File: config.mk
export PLATFORM = sky130hd
export DESIGN_NAME = mf3_fifo
export DESIGN_NICKNAME = d
export VERILOG_FILES = /design/src/mf3_fifo.sv
export SDC_FILE = /design/constraint.sdc
export NUM_CORES = 1
export LEC_CHECK = 0
export BUFFER_PORTS_ARGS = -buffer_cell sky130_fd_sc_hd__buf_2
export CORE_MARGIN = 4
export CORE_UTILIZATION = 49
export CTS_CLUSTER_SIZE = 28
export DETAILED_ROUTE_END_ITERATION = 6
export PLACE_DENSITY = 0.79
export SETUP_SLACK_MARGIN = 0.15
export SYNTH_ARGS = -nofsm -noshare
export SYNTH_HDL_FRONTEND = slang
export SYNTH_SLANG_ARGS = --single-unit
File: constraint.sdc
create_clock -name i_clk -period 1.7 [get_ports i_clk]
set_input_delay 0.34 -clock i_clk [delete_from_list [all_inputs] [get_ports i_clk]]
set_output_delay 0.34 -clock i_clk [all_outputs]
set_load 0.05 [all_outputs]
File: src/mf3_fifo.sv
// Small first-word-fall-through queue built from flip-flops.
`timescale 1ns / 1ps
`default_nettype none
module mf3_fifo #(
    parameter int WIDTH = 8,
    parameter int DEPTH = 4
) (
    input  wire logic                       i_clk,
    input  wire logic                       i_rst_n,
    input  wire logic                       i_push,
    input  wire logic [WIDTH-1:0]           i_data,
    input  wire logic                       i_pop,
    output logic      [WIDTH-1:0]           o_data,
    output logic      [$clog2(DEPTH):0]     o_count
);

    localparam int AW = (DEPTH > 1) ? $clog2(DEPTH) : 1;
    localparam int CW = $clog2(DEPTH) + 1;

    logic [WIDTH-1:0] r_mem [DEPTH];
    logic [AW-1:0]    r_wr_ptr, n_wr_ptr;
    logic [AW-1:0]    r_rd_ptr, n_rd_ptr;
    logic [CW-1:0]    r_count, n_count;

    always_comb begin
        n_wr_ptr = r_wr_ptr;
        n_rd_ptr = r_rd_ptr;
        n_count  = r_count;
        if (i_push) begin
            n_wr_ptr = (r_wr_ptr == AW'(DEPTH - 1)) ? '0 : r_wr_ptr + AW'(1);
        end
        if (i_pop) begin
            n_rd_ptr = (r_rd_ptr == AW'(DEPTH - 1)) ? '0 : r_rd_ptr + AW'(1);
        end
        if (i_push && !i_pop) begin
            n_count = r_count + CW'(1);
        end else if (!i_push && i_pop) begin
            n_count = r_count - CW'(1);
        end
    end

    always_ff @(posedge i_clk) begin
        if (!i_rst_n) begin
            r_wr_ptr <= '0;
            r_rd_ptr <= '0;
            r_count  <= '0;
        end else begin
            r_wr_ptr <= n_wr_ptr;
            r_rd_ptr <= n_rd_ptr;
            r_count  <= n_count;
        end
    end

    always_ff @(posedge i_clk) begin
        if (i_push) begin
            r_mem[r_wr_ptr] <= i_data;
        end
    end

    assign o_data  = r_mem[r_rd_ptr];
    assign o_count = r_count;

    a_no_overflow: assert property (@(posedge i_clk) disable iff (!i_rst_n)
        i_push |-> (r_count < CW'(DEPTH)))
        else $error("queue written while full");

    a_no_underflow: assert property (@(posedge i_clk) disable iff (!i_rst_n)
        i_pop |-> (r_count != '0))
        else $error("queue read while empty");

endmodule
`default_nettype wire

# Word-level counts from Yosys, hierarchy flattened
# Memories as Yosys holds them, arrays and structs flattened. A register that Yosys moved wholly into a read port is not among the register bits.
# Index checks and enable logic that the tools add are counted.
[op_classes]
addsub = 4
reduce_logical = 5
mux = 8
bitwise_logic = 0
n_shift = 0
n_eq_ne = 2
n_mul = 0
div_mod_pow = 0
order_cmp = 0
[ops]
columns = ["cell", "n"]
rows = [
  ["$mux W2", 4],
  ["$mux W3", 2],
  ["$add A2 B1 Y2 const B", 2],
  ["$eq A2 B2 Y1 const B", 2],
  ["$add A3 B1 Y3 const B", 1],
  ["$sub A3 B1 Y3 const B", 1],
  ["$logic_and A1 B1 Y1", 2],
  ["$logic_not A1 Y1", 2],
  ["$mux W1", 2],
  ["$reduce_bool A2 Y1", 1],
]
[totals]
memories = 1
mem_bits_ro = 0
latch_bits = 0
input_bits = 12
ram_bits = 32
word_cells = 23
regBits = 7
[mem_list]
columns = ["name", "words", "word_bits", "rd", "rd_ports_with_merged_regs", "wr", "line", "source"]
rows = [
  ["r_mem", 4, 8, 1, 1, 1, "20", "logic [WIDTH-1:0] r_mem [DEPTH];"],
]

# Depth between registers and ports, before layout
[depth]
word_depth = 4
mapped_depth = 7
depth_no_buf = 7

# Worst setup path after synthesis
# Ideal clock, no wire load.
[synth_path]
kind = "register -> register"
from = "register r_count[0], in the netlist o_count[0]"
to = "register r_count[2], in the netlist o_count[2]"
setup_slack_ps = 85
synth_period_minus_slack_ps = 1615
arrival_time_ps = 1545
required_time_ps = 1630
path_stages_with_launch = 5
cell_sequence = "dfxtp_1 -> fa_1 -> xor2_1 -> or3_1 -> a21boi_1"
[synth_between]
elab_chain_len = 3
[synth_lines]
columns = ["item", "line", "source"]
rows = [
  ["start, declared", "23", "logic [CW-1:0] r_count, n_count;"],
  ["start signal, assigned", "50", "r_count <= n_count;"],
  ["$sub A3 B1 Y3", "38", "n_count = r_count - CW'(1);"],
  ["$mux W3", "37", "end else if (!i_push && i_pop) begin"],
  ["$mux W3 *", "35", "if (i_push && !i_pop) begin"],
]
# Mark *: on every way between the ends. The rest lies on a longest branch, timed or not. The select of a mux whose other input is x is not followed.
# A chain may end at the register's enable or synchronous reset.

==> summary.txt <==
Status
  • Status: finished, violations left
  • Failing checks: negative setup slack

Pwr
  • Worst vdd ir: around 0.56 mV
  • PwrDens: around 1100 mW/mm^2
  • Leakage power: about 0.00071 uW
  • Design Power: between 2000 and 2500 uW

Clock tree
  • Num CTS Buffers: 5
  • Hold buffer count at CTS: 0
  • CTS tree: done
  • CTS H-tree lvls: 2
  • CTS root buf: clkbuf_4
  • Clock sinks: 41
  • Clk buf depth: 2
  • Reg clk slew, reported paths: between 100 and 150 ps
  • Clock Latency Late Sink: about 360 ps

Layout
  • Layout cell share with drive strength beyond 1: 0.405
  • Area grow syn2layout: 21.2%
  • Final Non-Filler Cells: 160
  • N_diodes: 0
  • Post-route cell area: 0.00194 sq mm
  • Final Util: 0.626
  • Nets: 134

STA
  • Worst slew pin tran: between 400 and 500 ps
  • Final Hold Vio Count: 0
  • Pins Over Slew Limit: 0
  • Crit path time final: 1890 ps
  • Final setup fails: 8
  • Rel. slew slack: 0.706
  • Period utilization: 1.11
  • Clk_skew: ~7.8 ps
  • Hold_ws: between 150 and 200 ps
  • Max frequency: 0.530 GHz
  • RSZ-0062 raised after global routing: true
  • Setup WS post-layout: -188 ps

Floorplanning
  • # rows: 20
  • Die area: approximately 0.0042 sq mm
  • Core Area: 0.00310 sq mm
  • Die height: around 65 microns
  • Die X: ~65 microns
  • I/O pins: 23
  • Initial Utilization: 0.517

Logic synthesis
  • Register area share after synthesis: 0.712
  • Top FF cell, synth: edfxtp_1
  • Syn Nets: 103
  • FF+latch count, synth: 41
  • Cells after synthesis: 84
  • Number of synthesized flops with an enable pin: 32
  • Netlist cell types: 19
  • Syn_area_per_cell: about 19 sq um
  • Share of flip-flops with an asynchronous set or reset: 0
  • Mapped Area: approximately 0.0016 sq mm
  • Ys Warns: 0

Worst setup path
  • Worst Path Max Fanout: 8
  • R2r setup slk: roughly 330 ps
  • CP endpoint kind: primary output
  • Worst Setup Start Kind: flip-flop
  • Slowest-stage cell, CP: mux4_2
  • Worst EP required: approximately 1400 ps
  • Crit path max-delay family: multiplexers
  • Crit path arrival time: approximately 1600 ps
  • CP peak stage delay: about 520 ps
  • Worst R2R End: o_count[2]$_SDFFE_PN0P_
  • Critical path buffer and inverter count: 2
  • Worst r2r src: o_count[1]$_SDFFE_PN0P_
  • Crit path cell chain: buf_12 > mux4_2 > buf_6
  • CP Class: flip-flop to primary output
  • Worst-case reg-to-reg path depth: 4

Place
  • IO buf count: 22
  • Placed inst area: roughly 0.0018 sq mm
  • RD Place Congestion: slightly below 0.7
  • DP Cell Count: 152

Job
  • Max-cap violation count: 0

Route
  • Avg WL per Cell: roughly 16 microns
  • Initial DRT Pass Iterations: 4
  • Vias: around 800
  • Routed WL: approximately 2.5 mm
  • Drt first-iter violations: 33
  • Vias per inst: between 5 and 6
  • Routed Antenna Nets: 0
  • DRC Markers: 0

Global routing
  • Initial antenna violation count: 0
  • Number of global-route vias before repair: just under 900
  • First-pass GRT wire length: between 4 and 5 mm
  • Total gr overflow: 0
  • Largest net degree at the start of global routing: 14
  • Overall routing resource usage: 0.142

Hold path
  • Hold_sp: i_data[1]
  • Worst Hold Depth: 1
  • WHS Endpoint: r_mem[2][1]$_DFFE_PP_
  • Hold WC Path Type: input port to flip-flop
## cell type report
cell class              count  area, sq um
repair buffers             26          203
clock inverters             3         41.3
fillers                   243         1160
well taps                  44         55.1
multi-input cells          37          445
clock buffers               5         37.5
inverters                   4         17.5
flip-flops and latches     41         1140
## what timing repair did
item / 4_1_cts / 5_1_grt
setup endpoints to repair: 8 / 8
resized for setup: 17 / 0
setup buffers: 0 / 0
pin swaps: 0 / 0
hold endpoints to repair: 0 / 0
## report_power, final
group / switching [uW] / internal [uW] / total (uW) / leakage [uW]
Combinational: 239 / 160 / 399 / 0.000305
Clock: 318 / 304 / 623 / 0.0000389
Sequential: 32.0 / 1140 / 1170 / 0.000369
Total: 589 / 1610 / 2190 / 0.000712
## cell usage after synthesis, types with 4 or more instances
cell type,n,share of area
dfxtp_1,9,0.11
mux4_2,8,0.11
mux2i_1,4,0.025
and2_1,5,0.020
edfxtp_1,32,0.60
ha_1,6,0.047
inv_1,4,0.0094
nor2b_1,5,0.020
## layout by cell type (no fill, tap or decap), types with 2 or more instances in the layout
cell type / count
clkbuf_4: 5
buf_6: 8
and2_1: 5
dfxtp_1: 7
mux2i_1: 4
nor2b_1: 5
buf_4: 3
edfxtp_1: 32
ha_1: 5
mux4_2: 8
buf_2: 14
inv_1: 2
dfxtp_2: 2
## sequential cells by signal, indices dropped and copies added, names as in the netlist, named ones only
register  cells
o_count       3
r_rd_ptr      2
r_wr_ptr      2
r_mem        32
## worst register-to-register path, delay by kind of cell, from the launching register on
kind | cells | cell delay (ps)
AO/OA/AOI/OAI | 1 | 130
XOR/XNOR | 1 | 170
adder cells (fa/ha/maj) | 1 | 360
flip-flops | 1 | 360
AND/OR/NAND/NOR | 1 | 300
## per-layer routing
layer,routed length (microns),share of wire,track usage,up-vias
met4,61,0.024,0.0933,0
met2,1320,0.52,0.243,18
li1,-,-,-,379
met5,0,0,0,-
met1,994,0.40,0.155,403
met3,139,0.055,0.0359,6
## cells by family (layout without fill, tap and decap cells)
logic type	count (synthesis)	count (layout)	synth area share
fa+ha+maj	7	7	0.0593
flops	41	41	0.712
buf+inv	6	38	0.0195
mux	12	12	0.137
compound gates	3	3	0.0125
xor+xnor	2	2	0.0109
simple gates	13	13	0.0484
## worst max-delay path by stage
stage                     startpoint                 endpoint  slack [ps]  depth (start not counted)
after floorplan                i_pop  o_count[2]$_SDFFE_PN0P_         150                          7
after global placement         i_pop  o_count[2]$_SDFFE_PN0P_          10                          8
after detailed placement       i_pop  o_count[2]$_SDFFE_PN0P_         -40                          8
after CTS                  flip-flop                o_data[4]        -210                          3
after global routing       flip-flop                o_data[7]        -250                          3
final                      flip-flop                o_data[7]        -190                          3
## stage by stage
| step | worst slack (ps) | TNS, ps |
|---|---|---|
| floorplan | 155 | 0 |
| global placement | 10.3 | 0 |
| detailed placement | -42.7 | -42.7 |
| CTS | -213 | -1570 |
| global route | -245 | -1880 |
| finish | -188 | -1390 |
(Power assumes the default switching activity.)
