File: config.mk
export PLATFORM = sky130hd
export DESIGN_NAME = mf3_front
export DESIGN_NICKNAME = d
export VERILOG_FILES = /design/src/mf3_pkg.sv /design/src/mf3_front.sv
export SDC_FILE = /design/constraint.sdc
export NUM_CORES = 1
export LEC_CHECK = 0
export BUFFER_PORTS_ARGS = -buffer_cell sky130_fd_sc_hd__clkbuf_2
export CAP_MARGIN = 20
export CORE_AREA = 2 2 101 103
export CTS_CLUSTER_SIZE = 28
export DETAILED_ROUTE_END_ITERATION = 8
export DIE_AREA = 0 0 103 105
export PLACE_DENSITY = 0.75
export SYNTH_ARGS = -nofsm -noshare
export SYNTH_HDL_FRONTEND = slang
export SYNTH_SLANG_ARGS = --single-unit
File: constraint.sdc
create_clock -name i_clk -period 13.53 [get_ports i_clk]
set_clock_uncertainty 0.05 [all_clocks]
set_input_delay 2.706 -clock i_clk [delete_from_list [all_inputs] [get_ports i_clk]]
set_output_delay 2.706 -clock i_clk [all_outputs]
set_load 0.02 [all_outputs]
File: src/mf3_pkg.sv
// Shared types and constants for the 3x3 median filter stream unit.
`timescale 1ns / 1ps
`default_nettype none
package mf3_pkg;

    localparam int PIX_W     = 8;
    localparam int ROW_W     = 12;
    localparam int COL_W     = 11;
    localparam int CFG_W     = 12;
    localparam int MAX_COLS  = 2048;
    localparam int MAX_ROWS  = 4095;
    localparam int MIN_DIM   = 3;
    localparam int WIDTH_RST  = 640;
    localparam int HEIGHT_RST = 480;

    localparam int Q_DEPTH   = 4;
    localparam int Q_CNT_W   = $clog2(Q_DEPTH) + 1;
    localparam int OUT_DEPTH = 8;
    localparam int OUT_CNT_W = $clog2(OUT_DEPTH) + 1;

    typedef enum logic [0:0] {
        CFG_IMAGE_WIDTH  = 1'b0,
        CFG_IMAGE_HEIGHT = 1'b1
    } t_cfg_index;

    typedef struct packed {
        logic [PIX_W-1:0] pixel;
        logic [ROW_W-1:0] row;
        logic [COL_W-1:0] col;
        logic             border;
        logic             median;
    } t_item;

    typedef struct packed {
        logic [COL_W-1:0] median_col;
        logic [ROW_W-1:0] median_row;
        logic [PIX_W-1:0] median_value;
        logic             median_valid;
        logic [COL_W-1:0] border_col;
        logic [ROW_W-1:0] border_row;
        logic [PIX_W-1:0] border_value;
        logic             border_valid;
    } t_result;

endpackage
`default_nettype wire

File: src/mf3_front.sv
// Front end: configuration registers, raster position tracking and border and median classification.
`timescale 1ns / 1ps
`default_nettype none
module mf3_front #(
    parameter int MAX_WIDTH = 2048
) (
    input  wire logic                          i_clk,
    input  wire logic                          i_rst_n,
    input  wire logic                          i_cfg_wr_en,
    input  wire logic [0:0]                    i_cfg_index,
    input  wire logic [mf3_pkg::CFG_W-1:0]     i_cfg_wdata,
    input  wire logic                          i_valid,
    input  wire logic [mf3_pkg::PIX_W-1:0]     i_pixel,
    input  wire logic                          i_frame_start,
    input  wire logic [mf3_pkg::Q_CNT_W-1:0]   i_q_count,
    output logic                               o_ready,
    output logic                               o_push,
    output mf3_pkg::t_item                     o_item
);

    localparam int CW = mf3_pkg::CFG_W;
    localparam int RW = mf3_pkg::ROW_W;
    localparam int KW = mf3_pkg::COL_W;
    localparam int CAP = (MAX_WIDTH < mf3_pkg::MAX_COLS) ? MAX_WIDTH : mf3_pkg::MAX_COLS;

    logic [CW-1:0] r_width, r_height;
    logic [KW-1:0] r_col, n_col;
    logic [RW-1:0] r_row, n_row;
    logic [CW-1:0] w_eff, h_eff;
    logic [KW-1:0] col0, col1;
    logic [RW-1:0] row0, row_c;
    logic [RW:0]   row1, row_inc;
    logic [KW:0]   col_inc;
    logic          accept;

    always_comb begin
        w_eff = r_width;
        if (r_width < CW'(mf3_pkg::MIN_DIM)) begin
            w_eff = CW'(mf3_pkg::MIN_DIM);
        end else if (r_width > CW'(CAP)) begin
            w_eff = CW'(CAP);
        end
        h_eff = r_height;
        if (r_height < CW'(mf3_pkg::MIN_DIM)) begin
            h_eff = CW'(mf3_pkg::MIN_DIM);
        end else if (r_height > CW'(mf3_pkg::MAX_ROWS)) begin
            h_eff = CW'(mf3_pkg::MAX_ROWS);
        end
    end

    assign o_ready = (i_q_count < mf3_pkg::Q_CNT_W'(mf3_pkg::Q_DEPTH));
    assign accept  = i_valid && o_ready;
    assign o_push  = accept;

    always_comb begin
        col0 = i_frame_start ? '0 : r_col;
        row0 = i_frame_start ? '0 : r_row;
        if ({1'b0, col0} >= w_eff) begin
            col1 = '0;
            row1 = {1'b0, row0} + (RW+1)'(1);
        end else begin
            col1 = col0;
            row1 = {1'b0, row0};
        end
        row_c = (row1 >= {1'b0, h_eff}) ? '0 : row1[RW-1:0];

        col_inc = {1'b0, col1} + (KW+1)'(1);
        row_inc = {1'b0, row_c} + (RW+1)'(1);
        if (col_inc >= w_eff) begin
            n_col = '0;
            n_row = (row_inc >= {1'b0, h_eff}) ? '0 : row_inc[RW-1:0];
        end else begin
            n_col = col_inc[KW-1:0];
            n_row = row_c;
        end

        o_item.pixel  = i_pixel;
        o_item.row    = row_c;
        o_item.col    = col1;
        o_item.border = (row_c == '0) || (row_c == h_eff - CW'(1)) ||
                        (col1 == '0) || ({1'b0, col1} == w_eff - CW'(1));
        o_item.median = (row_c >= RW'(2)) && (col1 >= KW'(2));
    end

    always_ff @(posedge i_clk) begin
        if (!i_rst_n) begin
            r_width  <= CW'(mf3_pkg::WIDTH_RST);
            r_height <= CW'(mf3_pkg::HEIGHT_RST);
        end else if (i_cfg_wr_en) begin
            case (mf3_pkg::t_cfg_index'(i_cfg_index))
                mf3_pkg::CFG_IMAGE_WIDTH:  r_width  <= i_cfg_wdata;
                mf3_pkg::CFG_IMAGE_HEIGHT: r_height <= i_cfg_wdata;
                default: ;
            endcase
        end
    end

    always_ff @(posedge i_clk) begin
        if (!i_rst_n) begin
            r_col <= '0;
            r_row <= '0;
        end else if (accept) begin
            r_col <= n_col;
            r_row <= n_row;
        end
    end

    a_pos_in_frame: assert property (@(posedge i_clk) disable iff (!i_rst_n)
        accept |-> (({1'b0, o_item.col} < w_eff) && (o_item.row < h_eff)))
        else $error("request position outside the frame");

endmodule
`default_nettype wire

### After elaboration in Yosys (flattened, before gate mapping)

Index checks and enable logic that the tools add are counted.

* flip-flop bits (word level): 47
* input port bits: 29

* $add $sub $neg: 5
* $lt $le $gt $ge: 11
* equality and inequality tests: 2
* muxes and demuxes: 12
* bitwise gates (word level): 1
* reductions and logical operators: 9

Operators by type and width (number)
* $mux 12: 8
* $mux 11: 3
* $add 12x1->13 const B: 2
* $ge 13x12->1: 2
* $gt 12x12->1 const B: 2
* $lt 12x2->1 const B: 2
* $sub 12x1->12 const B: 2
* $mux 13: 1
* $add 11x1->12 const B: 1
* $eq 11x12->1: 1
* $eq 12x12->1: 1
* $ge 11x12->1: 1
* $ge 12x12->1: 1
* $ge 12x2->1 const B: 1
* $logic_not 12->1: 1
* $ge 11x2->1 const B: 1
* $logic_not 11->1: 1
* $reduce_and 2->1: 2
* $logic_or 1x1->1: 3
* $lt 3x3->1 const B: 1
* $logic_and 1x1->1: 2
* $not 1->1: 1

### Logic depth before layout (Yosys ltp)

* depth in word-level cells: 11
* mapped depth: 34
* mapped depth without buffers: 32

### Least setup slack after synthesis

Ideal clock, no wire load.

* kind: input to output
* start point: input port i_frame_start
* end point: output port o_item[1] in the netlist's numbering
* arrival: 7749 ps
* required time: 10774 ps
* slack: 3025 ps
* stages: 23
* path buffers: 4
* path through: buf_1 clkbuf_1 nor2b_1 ha_1 a2111o_1 a211o_1 buf_6 a41oi_1 or2_1 buf_2 ha_1 a211o_1 a31oi_1 o41ai_1 a41oi_1 o31ai_2 or2_2 inv_1 ha_1 o221ai_1 a21oi_1 nand3_1 o41ai_2

RTL lines
* start, declared: line mf3_front.sv:14 `input wire logic i_frame_start,`
* end, declared: line mf3_front.sv:18 `output mf3_pkg::t_item o_item`

==> results.env <==
CRIT_SLOWEST_CELL='sky130_fd_sc_hd__a21oi_1'
POST_CTS_RESIZE_COUNT=0
FP-ROW-COUNT=36
SWITCHINGPOWER_uW=134
CTS.PATH.MAX_BUFFERS=2
WORSTHOLDPATHCELLS=2
WL_PER_CELL_UM=17.9
DR_TOTAL_VIAS=5501
FINAL.PERIOD_UTILIZATION=0.874
IR_DROP_mV=0.0442
WORST_SETUP_PATH_END_KIND='primary output'
STATUS='completed'
CTS_BUFFERS=5
SETUP-TNS-FINAL_NS=0
CTS_SINKS=47
CLOCK_TREE.HTREE_LEVEL_COUNT=2
CRIT_PATH_FREQUENT_CELL='sky130_fd_sc_hd__ha_1'
DRIVE_GT1_FRAC=0.0986
INSERTEDDIODECOUNT=0
DIEHEIGHT_UM=105
IO_BUFFER_COUNT=45
COMBPWRFRAC=0.290
YS_ASYNC_SR_FRACTION=0
CTS.HOLD.BUFFERS_ADDED=0
CRIT_TYPE='in -> out'
DETAILEDROUTE.FIRSTITERATIONVIOLATIONS=525
CTS.ROOT.BUFFER_CELL='sky130_fd_sc_hd__clkbuf_8'
MULTI_INPUT_COMB_AREA_SQ_UM=3880
YS_SEQ_AREA_FRAC=0.182
POWER_FRAC_SEQ=0.386
TIGHTESTPINTRANSITION_NS=1.08
AREA_OVERHEAD_OF_THE_LAYOUT_RELATIVE_TO_SYNTHESIS_PCT=6.76
GRT.TOTAL_USAGE=0.284
CRITICAL_PATH_REQUIRED_NS=10.77
FF2FF_PATH_DEPTH=30
CRITICAL_PATH.CELL_CHAIN='clkbuf_2, inv_2, nand2_1, inv_1, ha_1, o21ai_0, a21oi_1, nand2_1, o21ai_1, ha_1, a31oi_1, o41ai_1, a41oi_1, o31ai_2, buf_4, or2_2, inv_1, ha_1, o221ai_1, a21oi_1, nand3_1, o41ai_2, clkbuf_2'
NUMBER_OF_DETAILED_ROUTING_ITERATIONS_RUN_BEFORE_ANTENNA_REPAIR=5
GP_CONGESTION=0.933
POWER_REPORT.INTERNAL_TOTAL_uW=259
FIN_NETS=814
NFILLCELLS=943
PLACE.DETAILED.INSTANCES=855
NUMBER_OF_SYNTHESIZED_REGISTER_BITS=47
MAPPEDNETLISTAREA_SQ_UM=5180
FP.DIEW_UM=103
FIN_TOTAL_PWR_uW=393
POWER_SWITCHING_SHARE=0.340
FINALNONFILLERCELLS=863
FIRST_GLOBAL_VIAS=5083
WORST_SKEW_PAIR.LATE_LATENCY_NS=0.31
SYNTHESIS.INSTANCES=714
NUMBER_OF_SYNTHESIZED_FLOPS_WITH_AN_ENABLE_PIN=0
FINAL_CELL_MIX='sky130_fd_sc_hd__nand2_1 (98), sky130_fd_sc_hd__ha_1 (56), sky130_fd_sc_hd__dfxtp_1 (47)'
SLEW_VIOLATIONS=0
CRITPATHTOPFAMILY='compound AO/OA/AOI/OAI gates'
RSZ0062_AT_GRT='false'
CORE_AREA_SQ_UM=9640
GRT_FIRST_PASS_WIRELENGTH_MM=24.7
SETUP-VIOLATIONS-FINAL=0
DPL-INSTANCE-AREA_SQ_UM=5400
MAXSLEWHEADROOM=0.272
TIMING.FMAX_MHz=84.6
POST_SYNTH.CELL_AREA_AVG_SQ_UM=7.26
NUM_IO_PINS=64
DIEAREA_SQ_UM=10800
FLOORPLAN.INITIALDENSITY=0.538
WORST_PATH_MAXIMUM_FANOUT=23
HPWL_DETAILED_MM=11.7
TIMING.FINAL.CRIT_PERIOD_NS=11.82
DETAIL_ROUTE.VIAS_PER_CELL=6.37
YOSYS.CELL_TYPES.COUNT=75
CAP_VIOL_MAX_COUNT=0
CP_NUM_CELLS=23
SYNTH.YOSYS.WARNINGS=0
FINAL_HOLD_FAILS=0
CTS_TREE='yes'
COUNT_OF_BUFFERS_ADDED_BY_POST_CTS_TIMING_REPAIR_FOR_SETUP=0
CRITPATHMAXSTAGEDELAY_NS=0.70
CLK_TRANSITION_REPORTED_PATHS_NS=0.08
HOLD_PATH_CLASS='reg -> reg'
CLOCK_POWER_SHARE=0.323
WORST_EP_ARRIVAL_TIME_NS=9.06
FINALWIRELENGTH_MM=15.4
SYN-NUM-NETS=799
DRC=0
YS_DOMINANT_REG_CELL='sky130_fd_sc_hd__dfxtp_1'
GRT_MAX_DEGREE=48
LAYOUT.CELL_AREA.NON_FILLER_SQ_UM=5530
ANTENNA_FOUND_INITIAL=0
SEQUENTIAL_CELL_AREA_SQ_UM=941
CP.BUFFERS_INVERTERS=6
POWER.STATIC_LEAKAGE_uW=0.00234
SETUP.WORST_PATH.START_CLASS='input port'
DETAIL-ROUTE-ANTENNA-NETS=0
MOST_FREQUENT_STANDARD_CELL_IN_THE_LAYOUT_EXCLUDING_FILL_AND_TAP_CELLS='sky130_fd_sc_hd__nand2_1'
TOTAL_POWER_DENSITY_PER_CELL_AREA_nW_PER_UM2=71.0
GR_OVFL_TOTAL=0
worst paths after layout:
kind                                     from           to  slack [ns]
worst max-delay path            i_frame_start    o_item[1]        1.71
worst min-delay path              r_height[1]  r_height[1]        0.44
worst max register to register     r_width[2]     r_row[4]        4.67
worst min register to register    r_height[1]  r_height[1]        0.44
power groups by stage:
stage	Sequential, uW	Clock, uW	Combinational [uW]
2_1_floorplan	152	0	87.5
3_3_place_gp	154	0	107
3_5_place_dp	154	0	110
4_1_cts	151	128	111
5_1_grt	152	132	125
6_report	152	127	114
area by class of cell:
| class | count | area share |
|---|---|---|
| clock buffers | 5 | 0.0124 |
| clock inverters | 3 | 0.0122 |
| inverters | 44 | 0.0301 |
| multi-input cells | 584 | 0.702 |
| flip-flops and latches | 47 | 0.170 |
| well taps | 133 | 0.0301 |
| repair buffers | 47 | 0.0434 |
logic make-up after synthesis:
| logic type | after synthesis | synth area share |
|---|---|---|
| buffers and inverters | 83 | 0.0693 |
| and+or+nand+nor | 294 | 0.281 |
| muxes | 6 | 0.0121 |
| adders and majority gates | 56 | 0.135 |
| xor gates and xnor gates | 38 | 0.0642 |
| AOI/OAI and AO/OA | 190 | 0.256 |
| DFF | 47 | 0.182 |
Yosys cell counts (10+ instances only):
cell type | number | area, sq um
sky130_fd_sc_hd__a21o_1 | 11 | 82.6
sky130_fd_sc_hd__nand2_1 | 98 | 368
sky130_fd_sc_hd__dfxtp_1 | 47 | 941
sky130_fd_sc_hd__nor3_1 | 24 | 120
sky130_fd_sc_hd__nor2_1 | 43 | 161
sky130_fd_sc_hd__and3_1 | 10 | 62.6
sky130_fd_sc_hd__ha_1 | 56 | 701
sky130_fd_sc_hd__clkbuf_1 | 20 | 75.1
sky130_fd_sc_hd__nor2b_1 | 20 | 125
sky130_fd_sc_hd__a22oi_1 | 10 | 75.1
sky130_fd_sc_hd__a21oi_1 | 42 | 210
sky130_fd_sc_hd__inv_1 | 39 | 146
sky130_fd_sc_hd__o21ai_0 | 26 | 130
sky130_fd_sc_hd__and2_1 | 13 | 81.3
sky130_fd_sc_hd__nor4_1 | 10 | 62.6
sky130_fd_sc_hd__xnor2_1 | 30 | 263
sky130_fd_sc_hd__nand4_1 | 11 | 68.8
sky130_fd_sc_hd__a21boi_0 | 24 | 180
sky130_fd_sc_hd__o211ai_1 | 10 | 75.1
sky130_fd_sc_hd__nand3_1 | 36 | 180
per-stage QoR:
step,util,worst slack (ns),hold slack [ns]
after floorplan,-,3.03,0.386
after global placement,0.560,2.06,0.398
after detailed placement,0.560,1.98,0.422
after CTS,0.574,1.96,0.436
after global routing,0.574,1.56,0.479
final,0.574,1.71,0.442
sequential cells by signal (all words and copies together) (netlist names):
signal / count
r_height: 12
r_row: 12
r_width: 12
r_col: 11
layer usage:
layer / share of wire / track usage
met1: 0.41 / 0.390
met2: 0.46 / 0.445
met3: 0.099 / 0.0388
met4: 0.027 / 0.113
met5: 0 / 0
tightest hold or removal path: cells and delay by family, from the launching register on:
kind / cells / cell delay [ns]
simple gates: 1 / 0.05
compound gates: 1 / 0.06
flops: 1 / 0.33
Note: power is estimated with default switching activity, not from simulation.
